## src/shfnr_pkg.sv

```systemverilog
`default_nettype none

package shfnr_pkg;

	localparam int BYTE_W      = 8;
	localparam int FRAME_NUM_W = 16;
	localparam int CFG_W       = 4;

	localparam int DEF_MAX_GOLOMB_ZEROS   = 31;
	localparam int DEF_FRAME_NUM_MAX_BITS = 16;

	// Field width is register value plus this offset
	localparam int FIELD_W_OFFSET = 4;

	localparam logic [BYTE_W-1:0] EMU_PREVENT_BYTE = 8'h03;
	localparam logic [1:0]        ZERO_RUN_CAP     = 2'd2;

endpackage

`default_nettype wire

```

## src/shfnr_if.sv

```systemverilog
`default_nettype none

interface shfnr_in_if import shfnr_pkg::*; ();
	logic                   valid;
	logic                   ready;
	logic [BYTE_W-1:0]      in_byte;
	logic                   first_of_nal;
	logic                   last_of_nal;
	logic [FRAME_NUM_W-1:0] new_frame_num;

	modport source (output valid, in_byte, first_of_nal, last_of_nal, new_frame_num,
		input ready);
	modport sink (input valid, in_byte, first_of_nal, last_of_nal, new_frame_num,
		output ready);
endinterface

interface shfnr_out_if import shfnr_pkg::*; ();
	logic              valid;
	logic              ready;
	logic [BYTE_W-1:0] out_byte;
	logic              out_last;
	logic              header_error;

	modport source (output valid, out_byte, out_last, header_error, input ready);
	modport sink (input valid, out_byte, out_last, header_error, output ready);
endinterface

interface shfnr_cfg_if import shfnr_pkg::*; ();
	logic             valid;
	logic             ready;
	logic [CFG_W-1:0] frame_num_bits_minus4;

	modport source (output valid, frame_num_bits_minus4, input ready);
	modport sink (input valid, frame_num_bits_minus4, output ready);
endinterface

`default_nettype wire

```

## src/slice_header_frame_num_rewriter.sv

```systemverilog
`default_nettype none

// H.264 slice header frame number rewriter.
// din : one escaped NAL byte per beat. first_of_nal marks the NAL header byte
//       and samples new_frame_num; last_of_nal marks the final byte.
// dout: rewritten, re-escaped bytes. out_last on the final beat of the NAL;
//       header_error on that beat if the frame number field was not fully rewritten.
// cfg : frame_num_bits_minus4, always ready; write only while idle.
// Flow: din beat -> input register (_s1) -> one pass of unescape, 8-bit
//       Golomb skip / field overwrite, re-escape -> 4-entry result queue.
// Throughput: one input byte per cycle while the queue has room. A byte may
//       yield two beats (an inserted 03 plus the byte) and a dropped 03 yields
//       none; the queue drains one beat per cycle while dout.ready is high, so
//       din.ready drops only while the queue holds more than two beats.
// Stall: when dout.ready is low the queue fills and then holds din off; no
//       beat is lost or repeated.
// Reset: arst_n clears the parser to "expecting header byte", the zero runs,
//       the queue and the register (width 4).
module slice_header_frame_num_rewriter
	import shfnr_pkg::*;
#(
	parameter int MAX_GOLOMB_ZEROS   = DEF_MAX_GOLOMB_ZEROS,
	parameter int FRAME_NUM_MAX_BITS = DEF_FRAME_NUM_MAX_BITS
) (
	input  wire         clk,
	input  wire         arst_n,
	shfnr_cfg_if.sink   cfg,
	shfnr_in_if.sink    din,
	shfnr_out_if.source dout
);

	localparam int ZC_W  = $clog2(MAX_GOLOMB_ZEROS + 1);
	localparam int FB_W  = $clog2(FRAME_NUM_MAX_BITS + 1);
	localparam int FI_W  = $clog2(FRAME_NUM_MAX_BITS);
	localparam int DEPTH = 4;
	localparam int PTR_W = $clog2(DEPTH);
	localparam int CNT_W = $clog2(DEPTH + 1);

	typedef enum logic [2:0] {
		PH_HEAD,
		PH_CODE1,
		PH_CODE2,
		PH_CODE3,
		PH_FIELD,
		PH_COPY,
		PH_ABORT
	} phase_t;

	typedef struct packed {
		logic [BYTE_W-1:0] data;
		logic              last;
		logic              err;
	} beat_t;

	// config
	logic [CFG_W-1:0] fnb_minus4_q;

	// input register
	logic                   vld_s1;
	logic [BYTE_W-1:0]      byte_s1;
	logic                   first_s1;
	logic                   last_s1;
	logic [FRAME_NUM_W-1:0] fnum_s1;

	// parser state
	phase_t                        phase_q;
	logic [1:0]                    in_run_q;
	logic [1:0]                    out_run_q;
	logic [ZC_W-1:0]               zc_q;
	logic [ZC_W-1:0]               sl_q;
	logic [FB_W-1:0]               fbl_q;
	logic [FRAME_NUM_MAX_BITS-1:0] held_q;

	// result queue
	beat_t            mem_q [DEPTH];
	logic [PTR_W-1:0] wptr_q;
	logic [PTR_W-1:0] rptr_q;
	logic [CNT_W-1:0] cnt_q;

	logic s1_fire;
	logic pop;

	// bit-loop results
	phase_t            lp_phase;
	logic [ZC_W-1:0]   lp_zc;
	logic [ZC_W-1:0]   lp_sl;
	logic [FB_W-1:0]   lp_fbl;
	logic [BYTE_W-1:0] ob;
	logic [FB_W-1:0]   field_w;
	logic [5:0]        fw_raw;

	// per-byte decision
	logic [1:0]  push_cnt;
	beat_t       ent0;
	beat_t       ent1;
	phase_t      nxt_phase;
	logic [1:0]  nxt_in_run;
	logic [1:0]  nxt_out_run;
	logic [ZC_W-1:0] nxt_zc;
	logic [ZC_W-1:0] nxt_sl;
	logic [FB_W-1:0] nxt_fbl;
	logic        load_held;
	logic        emu;

	assign cfg.ready = 1'b1;

	assign s1_fire  = vld_s1 && (cnt_q <= CNT_W'(DEPTH - 2));
	assign din.ready = !vld_s1 || s1_fire;

	assign pop           = (cnt_q != '0) && dout.ready;
	assign dout.valid    = (cnt_q != '0);
	assign dout.out_byte = mem_q[rptr_q].data;
	assign dout.out_last = mem_q[rptr_q].last;
	assign dout.header_error = mem_q[rptr_q].err;

	// frame number field width, saturated
	always_comb begin
		fw_raw = {2'b00, fnb_minus4_q} + 6'(FIELD_W_OFFSET);
		if (fw_raw > 6'(FRAME_NUM_MAX_BITS))
			field_w = FB_W'(FRAME_NUM_MAX_BITS);
		else
			field_w = FB_W'(fw_raw);
	end

	// Eight MSB-first bit steps of the Golomb skipper / field overwriter
	always_comb begin
		logic bit_in;
		logic obit;
		logic done;
		lp_phase = phase_q;
		lp_zc    = zc_q;
		lp_sl    = sl_q;
		lp_fbl   = fbl_q;
		ob       = '0;
		for (int i = BYTE_W - 1; i >= 0; i--) begin
			bit_in = byte_s1[i];
			obit   = bit_in;
			done   = 1'b0;
			if (lp_phase == PH_CODE1 || lp_phase == PH_CODE2 || lp_phase == PH_CODE3) begin
				if (lp_sl != '0) begin
					lp_sl = lp_sl - 1'b1;
					if (lp_sl == '0)
						done = 1'b1;
				end else if (!bit_in) begin
					if (lp_zc >= ZC_W'(MAX_GOLOMB_ZEROS))
						lp_phase = PH_ABORT;
					else
						lp_zc = lp_zc + 1'b1;
				end else if (lp_zc == '0) begin
					done = 1'b1;
				end else begin
					lp_sl = lp_zc;
				end
				if (done) begin
					lp_zc = '0;
					lp_sl = '0;
					case (lp_phase)
						PH_CODE1: lp_phase = PH_CODE2;
						PH_CODE2: lp_phase = PH_CODE3;
						PH_CODE3: begin
							lp_phase = PH_FIELD;
							lp_fbl   = field_w;
						end
						default: lp_phase = lp_phase;
					endcase
				end
			end else if (lp_phase == PH_FIELD) begin
				if (lp_fbl == '0) begin
					lp_phase = PH_COPY;
				end else begin
					lp_fbl = lp_fbl - 1'b1;
					obit   = held_q[lp_fbl[FI_W-1:0]];
					if (lp_fbl == '0)
						lp_phase = PH_COPY;
				end
			end
			ob[i] = obit;
		end
	end

	// unescape / re-escape and beat generation
	always_comb begin
		push_cnt    = 2'd0;
		ent0        = '{data: byte_s1, last: 1'b0, err: 1'b0};
		ent1        = '{data: ob, last: 1'b0, err: 1'b0};
		nxt_phase   = phase_q;
		nxt_in_run  = in_run_q;
		nxt_out_run = out_run_q;
		nxt_zc      = zc_q;
		nxt_sl      = sl_q;
		nxt_fbl     = fbl_q;
		load_held   = 1'b0;
		emu         = 1'b0;
		if (first_s1 || phase_q == PH_HEAD) begin
			// header byte: restart the parse
			load_held   = 1'b1;
			push_cnt    = 2'd1;
			ent0        = '{data: byte_s1, last: last_s1, err: last_s1};
			nxt_phase   = last_s1 ? PH_HEAD : PH_CODE1;
			nxt_in_run  = '0;
			nxt_out_run = '0;
			nxt_zc      = '0;
			nxt_sl      = '0;
			nxt_fbl     = '0;
		end else if (in_run_q == ZERO_RUN_CAP && byte_s1 == EMU_PREVENT_BYTE) begin
			// dropped escape; re-emitted only when it closes the NAL
			nxt_in_run = '0;
			if (last_s1) begin
				push_cnt    = 2'd1;
				ent0        = '{data: EMU_PREVENT_BYTE, last: 1'b1,
					err: (phase_q != PH_COPY)};
				nxt_phase   = PH_HEAD;
				nxt_out_run = '0;
			end
		end else begin
			if (byte_s1 == '0)
				nxt_in_run = (in_run_q < ZERO_RUN_CAP) ? in_run_q + 1'b1 : in_run_q;
			else
				nxt_in_run = '0;
			nxt_phase = lp_phase;
			nxt_zc    = lp_zc;
			nxt_sl    = lp_sl;
			nxt_fbl   = lp_fbl;
			emu = (out_run_q == ZERO_RUN_CAP) && (ob <= BYTE_W'(EMU_PREVENT_BYTE));
			if (emu) begin
				push_cnt = 2'd2;
				ent0     = '{data: EMU_PREVENT_BYTE, last: 1'b0, err: 1'b0};
				ent1     = '{data: ob, last: last_s1,
					err: last_s1 && (lp_phase != PH_COPY)};
			end else begin
				push_cnt = 2'd1;
				ent0     = '{data: ob, last: last_s1,
					err: last_s1 && (lp_phase != PH_COPY)};
			end
			if (ob != '0)
				nxt_out_run = '0;
			else if (emu)
				nxt_out_run = 2'd1;
			else
				nxt_out_run = (out_run_q < ZERO_RUN_CAP) ? out_run_q + 1'b1 : out_run_q;
			if (last_s1) begin
				nxt_phase   = PH_HEAD;
				nxt_in_run  = '0;
				nxt_out_run = '0;
			end
		end
	end

	always_ff @(posedge clk or negedge arst_n) begin
		if (!arst_n) begin
			fnb_minus4_q <= '0;
			vld_s1       <= 1'b0;
			phase_q      <= PH_HEAD;
			in_run_q     <= '0;
			out_run_q    <= '0;
			zc_q         <= '0;
			sl_q         <= '0;
			fbl_q        <= '0;
			held_q       <= '0;
			wptr_q       <= '0;
			rptr_q       <= '0;
			cnt_q        <= '0;
		end else begin
			if (cfg.valid)
				fnb_minus4_q <= cfg.frame_num_bits_minus4;

			if (din.ready)
				vld_s1 <= din.valid;

			if (s1_fire) begin
				phase_q   <= nxt_phase;
				in_run_q  <= nxt_in_run;
				out_run_q <= nxt_out_run;
				zc_q      <= nxt_zc;
				sl_q      <= nxt_sl;
				fbl_q     <= nxt_fbl;
				if (load_held)
					held_q <= fnum_s1[FRAME_NUM_MAX_BITS-1:0];
				wptr_q <= wptr_q + PTR_W'(push_cnt);
			end

			if (pop)
				rptr_q <= rptr_q + 1'b1;

			cnt_q <= cnt_q + (s1_fire ? CNT_W'(push_cnt) : '0) - CNT_W'(pop);
		end
	end

	// payload registers: no reset
	always_ff @(posedge clk) begin
		if (din.valid && din.ready) begin
			byte_s1  <= din.in_byte;
			first_s1 <= din.first_of_nal;
			last_s1  <= din.last_of_nal;
			fnum_s1  <= din.new_frame_num;
		end
		if (s1_fire && push_cnt != 2'd0)
			mem_q[wptr_q] <= ent0;
		if (s1_fire && push_cnt == 2'd2)
			mem_q[wptr_q + 1'b1] <= ent1;
	end

`ifndef SYNTHESIS
	a_queue_bound: assert property (@(posedge clk) disable iff (!arst_n)
		cnt_q <= CNT_W'(DEPTH))
		else $error("result queue overflow");

	a_last_restarts: assert property (@(posedge clk) disable iff (!arst_n)
		s1_fire && last_s1 |=> phase_q == PH_HEAD && in_run_q == '0 && out_run_q == '0)
		else $error("parser not restarted after last byte");

	a_err_on_last: assert property (@(posedge clk) disable iff (!arst_n)
		dout.valid && dout.header_error |-> dout.out_last)
		else $error("header_error outside final beat");

	a_runs_capped: assert property (@(posedge clk) disable iff (!arst_n)
		in_run_q <= ZERO_RUN_CAP && out_run_q <= ZERO_RUN_CAP)
		else $error("zero run counter beyond cap");

	a_no_loss_on_stall: assert property (@(posedge clk) disable iff (!arst_n)
		vld_s1 && !s1_fire |=> vld_s1 && $stable(byte_s1))
		else $error("input register dropped a byte");
`endif

endmodule

`default_nettype wire

```

## src/flat_wrapper.sv

```systemverilog
// flat-port wrapper written by rule: the top's interface ports become plain ports
module slice_header_frame_num_rewriter_flat import shfnr_pkg::*;
#(
	parameter int MAX_GOLOMB_ZEROS   = DEF_MAX_GOLOMB_ZEROS,
	parameter int FRAME_NUM_MAX_BITS = DEF_FRAME_NUM_MAX_BITS
)
  (clk, arst_n, cfg_valid, cfg_frame_num_bits_minus4, cfg_ready, din_valid, din_in_byte, din_first_of_nal, din_last_of_nal, din_new_frame_num, din_ready, dout_valid, dout_out_byte, dout_out_last, dout_header_error, dout_ready);
  shfnr_cfg_if cfg_i ();
  shfnr_in_if din_i ();
  shfnr_out_if dout_i ();
  input  wire clk;
  input  wire arst_n;
  input wire logic [$bits(cfg_i.valid)-1:0] cfg_valid;
  input wire logic [$bits(cfg_i.frame_num_bits_minus4)-1:0] cfg_frame_num_bits_minus4;
  output wire logic [$bits(cfg_i.ready)-1:0] cfg_ready;
  input wire logic [$bits(din_i.valid)-1:0] din_valid;
  input wire logic [$bits(din_i.in_byte)-1:0] din_in_byte;
  input wire logic [$bits(din_i.first_of_nal)-1:0] din_first_of_nal;
  input wire logic [$bits(din_i.last_of_nal)-1:0] din_last_of_nal;
  input wire logic [$bits(din_i.new_frame_num)-1:0] din_new_frame_num;
  output wire logic [$bits(din_i.ready)-1:0] din_ready;
  output wire logic [$bits(dout_i.valid)-1:0] dout_valid;
  output wire logic [$bits(dout_i.out_byte)-1:0] dout_out_byte;
  output wire logic [$bits(dout_i.out_last)-1:0] dout_out_last;
  output wire logic [$bits(dout_i.header_error)-1:0] dout_header_error;
  input wire logic [$bits(dout_i.ready)-1:0] dout_ready;
  assign cfg_i.valid = cfg_valid;
  assign cfg_i.frame_num_bits_minus4 = cfg_frame_num_bits_minus4;
  assign cfg_ready = cfg_i.ready;
  assign din_i.valid = din_valid;
  assign din_i.in_byte = din_in_byte;
  assign din_i.first_of_nal = din_first_of_nal;
  assign din_i.last_of_nal = din_last_of_nal;
  assign din_i.new_frame_num = din_new_frame_num;
  assign din_ready = din_i.ready;
  assign dout_valid = dout_i.valid;
  assign dout_out_byte = dout_i.out_byte;
  assign dout_out_last = dout_i.out_last;
  assign dout_header_error = dout_i.header_error;
  assign dout_i.ready = dout_ready;
  slice_header_frame_num_rewriter #(.MAX_GOLOMB_ZEROS(MAX_GOLOMB_ZEROS), .FRAME_NUM_MAX_BITS(FRAME_NUM_MAX_BITS)) u_core (.clk(clk), .arst_n(arst_n), .cfg(cfg_i), .din(din_i), .dout(dout_i));
endmodule
```

## config.mk

```make
export PLATFORM = sky130hd
export DESIGN_NAME = slice_header_frame_num_rewriter_flat
export DESIGN_NICKNAME = d
export VERILOG_FILES = /design/src/shfnr_pkg.sv /design/src/shfnr_if.sv /design/src/slice_header_frame_num_rewriter.sv /design/src/flat_wrapper.sv
export SDC_FILE = /design/constraint.sdc
export NUM_CORES = 1
export LEC_CHECK = 0
export ABC_AREA = 1
export BUFFER_PORTS_ARGS = -buffer_cell sky130_fd_sc_hd__buf_2
export CAP_MARGIN = 5
export CORE_MARGIN = 1.5
export CORE_UTILIZATION = 59
export CTS_CLUSTER_SIZE = 20
export DETAILED_ROUTE_END_ITERATION = 6
export PLACE_DENSITY = 0.79
export SKIP_LAST_GASP = 1
export SLEW_MARGIN = 20
export SYNTH_ARGS = -nofsm -noshare
export SYNTH_HDL_FRONTEND = slang
export SYNTH_SLANG_ARGS = --single-unit
```

## constraint.sdc

```tcl
create_clock -name clk -period 10.13 [get_ports clk]
set_clock_uncertainty 0.15 [all_clocks]
set_input_delay 1.013 -clock clk [delete_from_list [all_inputs] [get_ports clk]]
set_output_delay 1.013 -clock clk [all_outputs]
set_load 0.1 [all_outputs]
```

* Word-level counts from Yosys, hierarchy flattened *
Memory sizes are Yosys's and may differ from the RTL's.
Index checks and enable logic that the tools add are counted.

operators by class
  $add $sub $neg = 32
  $lt $le $gt $ge = 21
  eq/ne operators = 65
  mux-type cells = 321
  reductions and logical operators = 78

operators with widths
  operator             number
  $mux 5               127
  $mux 3               76
  $logic_not 5->1      32
  $eq 3x2->1 const B   32
  $sub 5x1->5 const B  16
  $mux 1               79
  $pmux 3 s3           8
  $eq 3x1->1 const B   16
  $reduce_bool 5->1    9
  $add 5x1->5 const B  8
  $ge 5x5->1 const B   8
  $lt 4x5->1 const B   8
  $mux 10              4
  $mux 2               19
  $bmux 1 s4           8
  $eq 3x3->1 const B   8
  $logic_or 1x1->1     18
  $add 2x1->2 const B  4
  $eq 8x2->1 const B   1
  $le 8x2->1 const B   1
  $logic_and 1x1->1    8
  $logic_not 8->1      1
  $reduce_and 2->1     4
  $reduce_bool 8->1    1
  17 further kinds     21

storage, ports and cells
  bits in registers = 76
  RAM bits = 40
  logic and storage cells = 534
  memories kept = 1

memories
  name          depth  width  rd ports  clocked after Yosys merged registers in  wr ports  line                                   source
  u_core.mem_q  4      10     1         0                                        2         slice_header_frame_num_rewriter.sv:75  beat_t mem_q [DEPTH];

* Logic depth before layout (Yosys ltp) *
  word-level depth = 72
  gate-level depth with buffers = 97

* Worst setup path after synthesis *
OpenSTA, ideal clock, no wires.

  path type = flip-flop to flip-flop
  from = register u_core.zc_q[0]
  to = memory u_core.mem_q[0][2] in the netlist's numbering, data pin
  arrival = 10.025 ns
  required time = 9.721 ns
  path slack = -0.304 ns
  stages on the path, launching flop included = 83
  period minus slack after synthesis = 10.434 ns
  path through = dfrtp_1 > ha_1 > inv_1 > nor3_1 > ha_1 > a21oi_1 > inv_1 > nand2_1 > nand2_1 > inv_2 > nand2_1 > a21oi_1 > o21ai_0 > nand2_1 > clkbuf_1 > clkbuf_1 > ha_1 > nand3_1 > [... 47 more ...] > nor2_2 > nand2_2 > nand2_2 > nand2_1 > nand2_1 > inv_4 > nand2_2 > buf_6 > inv_1 > ha_1 > inv_1 > nand3_1 > nand3_1 > nand3_1 > nand3_2 > nand2_2 > o22ai_2 > nor2_1

RTL lines
  element                   line                                    source
  start: declaration        slice_header_frame_num_rewriter.sv:69   logic [ZC_W-1:0] zc_q;
  start signal: assignment  slice_header_frame_num_rewriter.sv:274  zc_q <= nxt_zc;
  end: declaration          slice_header_frame_num_rewriter.sv:75

==> metrics.md <==
| Metric | Value |
|---|---|
| Fmax | `99.5 MHz` |
| Period utilization | `0.992` |
| Slew Viols, Final | `0` |
| CTS max path bufs | `2` |
| H-tree Lvls | `4` |
| Total grt overflow | `0` |
| Synthesized flop and latch total | `around 120` |
| Num CTS Buffers | `17` |
| TritonRoute pass-1 iters | `7` |
| Dpl cells | `between 2000 and 3000` |
| Hold worst-path end | `u_core.held_q[6]` |
| Initial DRC count | `around 1700` |
| Total wire length | `between 50000 and 60000 microns` |
| Number of global-route vias before repair | `15000` |
| Total Routing Usage GR | `0.377` |
| Post-Syn Nets | `roughly 2300` |
| Leading area contributor after synthesis | `edfxtp_1` |
| Endpoints failing setup | `0` |
| Violated checks | `DRC` |
| Slowest CP cell | `dfrtp_1` |
| Asr flop ratio synth | `0.431` |
| Layout Cells excl Fill | `2782` |
| Global-route wire length before repair | `a little under 80000 microns` |
| Outcome | `finished, violations left` |
| Mapped cell area | `0.0145 sq mm` |
| Die W | `160 microns` |
| Skew-Pair Late Insertion Delay | `0.44 ns` |
| Synth unique cells | `a little over 70` |
| IO Count | `48` |
| Sequential element share of the synthesized area | `0.222` |
| Ranking of synthesized cells by area | `edfxtp_1 14%, nand2_1 12%, dfrtp_1 8.6%` |
| Flop2flop setup slack | `about 0.077 ns` |
| Post-synth top area share | `0.136` |
| Post-route DRC | `7` |
| Most common cell on crit path | `nand2_2` |
| Crit Path Class | `reg -> reg` |
| Row cnt | `57` |
| WHS Path Cells | `1` |
| Setup ws final | `between 0.07 and 0.08 ns` |
| Hold buffer count at CTS | `0` |
| ANT nets after route | `0` |
| Wire length on met1 | `a little over 20000 microns` |
| Pin slew with the least headroom to its limit | `roughly 1.1 ns` |
| Reg2reg end | `u_core.mem_q[2][0]` |
| Total Die Area | `about 0.026 sq mm` |
| Wire length on met2 | `24700 microns` |
| Required @ worst endpoint | `10.15 ns` |
| Die span in y | `around 160 microns` |
| Placement Setup Slack | `-0.387 ns` |
| Metal3 WL | `4830 microns` |
| DR top layer | `met4` |
| Synth cell count leaders | `479 x nand2_1, 249 x inv_1, 236 x nand3_1, 212 x nor2_1, 121 x o21ai_0` |
| CP peak stage delay | `approximately 0.41 ns` |
| Cells after Synth | `2210` |
| RePlAce Congestion | `1.02` |
| Hold Fails Final Rpt | `0` |
| CTS tree | `yes` |
| Max cap viols | `0` |
| HP Class | `reg -> reg` |
| Kind of end point of the critical path | `flop` |
| EDFF count, synth | `66` |
| Crit-path max FO | `5` |
| ANT cells | `0` |
| Syn_area_per_cell | `between 6 and 7 sq um` |
| FF-to-FF Start | `u_core.sl_q[1]` |
| # fillers | `1806` |
| Hold path startpoint | `u_core.fnum_s1[6]` |
| Vias | `~17000` |
| Core footprint | `between 0.02 and 0.025 sq mm` |
| Initial antenna violation count | `0` |
| Worst slew margin | `0.271` |
| Critical Path Source Type | `flop` |
| Post-DP HPWL | `between 30000 and 40000 microns` |
| Area grow syn2layout | `28.8%` |
| Share of layout cells above drive strength 1 | `0.355` |
| R2R depth | `87` |
| Ys flop type | `edfxtp_1` |
| Fin nets | `around 2600` |
| WP data arrival | `between 10 and 15 ns` |
| CP startpoint | `u_core.sl_q[1]` |
| Largest net degree at the start of global routing | `between 50 and 60` |
| Final design utilization | `0.773` |
| Placed cell areas | `~0.016 sq mm` |
| # clock sinks | `roughly 120` |
| Fin crit period | `between 10 and 15 ns` |
| Initial Util | `0.600` |
| RSZ-0062 raised after global routing | `yes` |
| Port Buffers | `46` |
| Drt wl/cell | `19.0 microns` |
| Finished layout cell area | `around 0.019 sq mm` |
| Most common cell in the netlist | `nand2_1` |
| Yosys warns | `0` |
| Clock-pin slew on the worst setup and hold paths | `0.07 ns` |
| Via/cell ratio | `slightly above 6` |
| Root Driver | `clkbuf_16` |
[repair_timing]
action | CTS | global route
pin swaps | 14 | 182
setup buffers | 11 | 78
resized for setup | 39 | 379
hold endpoints to repair | 0 | 0
endpoints found under the setup margin | 69 | 85
[how the worst max path moves through the flow]
stage / end / slack [ns] / depth (start not counted)
3_5_place_dp: u_core.mem_q[2][0] / -0.39 / 88
5_1_grt: u_core.mem_q[1][0] / -0.48 / 87
4_1_cts: u_core.mem_q[2][0] / -0.006 / 86
2_1_floorplan: u_core.mem_q[0][2] / 0.02 / 82
6_report: u_core.mem_q[2][0] / 0.08 / 87
3_3_place_gp: u_core.mem_q[2][0] / -0.14 / 84
[flip-flops by register name, summed over array words and instances, names as in the netlist]
name and cells:
u_core.rptr_q 2, u_core.cnt_q 3, u_core.held_q 16, u_core.fnum_s1 16, u_core.out_run_q 2, u_core.fnb_minus4_q 4, u_core.in_run_q 2, u_core.sl_q 5
u_core.zc_q 5, u_core.vld_s1 1, u_core.last_s1 1, u_core.first_s1 1, u_core.fbl_q 5, u_core.byte_s1 8, u_core.mem_q 40, u_core.wptr_q 2
u_core.phase_q 3
[kinds of logic after synthesis]
group	synth area share
flops	0.222
buf+inv	0.109
other cells	0.000258
fa+ha+maj	0.0625
mux	0.00155
simple gates	0.425
xor+xnor	0.0114
compound gates	0.168
[placed cells by master (no fill, tap or decap), drive strengths merged, types with 3 or more instances in the layout]
cell / n
o22ai: 49
o211ai: 22
o21ai: 199
inv: 318
and2: 5
nand3: 287
dfrtp: 50
nor2: 265
buf: 272
nand4: 43
nor4: 5
a31oi: 4
clkinv: 12
o21a: 4
o31ai: 5
ha: 71
bufinv: 3
a21oi: 122
edfxtp: 66
xnor2: 5
xor2: 14
nand2: 561
or2: 7
nor3: 20
nand3b: 8
clkbuf: 17
and3: 3
[routing by layer]
| layer | up-vias | track usage |
|---|---|---|
| met4 | 0 | 0.172 |
| met2 | 911 | 0.622 |
| met3 | 213 | 0.0561 |
| met1 | 7857 | 0.489 |
| met5 | - | 0 |
| li1 | 7867 | - |
[layout make-up]
| cell class | instances | area, sq um | area share |
|---|---|---|---|
| Timing Repair Buffer | 272 | 2040 | 0.109 |
| Clock buffer | 17 | 425 | 0.0227 |
| Inverter | 319 | 1260 | 0.0675 |
| Sequential cell | 116 | 3240 | 0.173 |
| Clock inverter | 15 | 195 | 0.0104 |
| Tap cell | 324 | 405 | 0.0216 |
| Multi-Input combinational cell | 1719 | 11200 | 0.596 |
[metrics by stage]
stage | hold slack, ns | TNS [ns]
after global placement | 0.310 | -1.09
after detailed placement | 0.322 | -10.19
after CTS | 0.328 | -0.00591
after floorplan | 0.305 | 0
after global routing | 0.363 | -11.71
final | 0.331 | 0
[critical path, delay by kind of cell, from the launching register on]
kind                       cells  cell delay (ns)
xor gates and xnor gates       2             0.35
adders and majority gates      9             1.36
buffers and inverters         13             0.93
DFF                            1             0.41
and+or+nand+nor               63             6.57
Power is left out: the tool's default activity adds up to more than one toggle a clock period on the data nets, which glitch-free logic cannot reach.
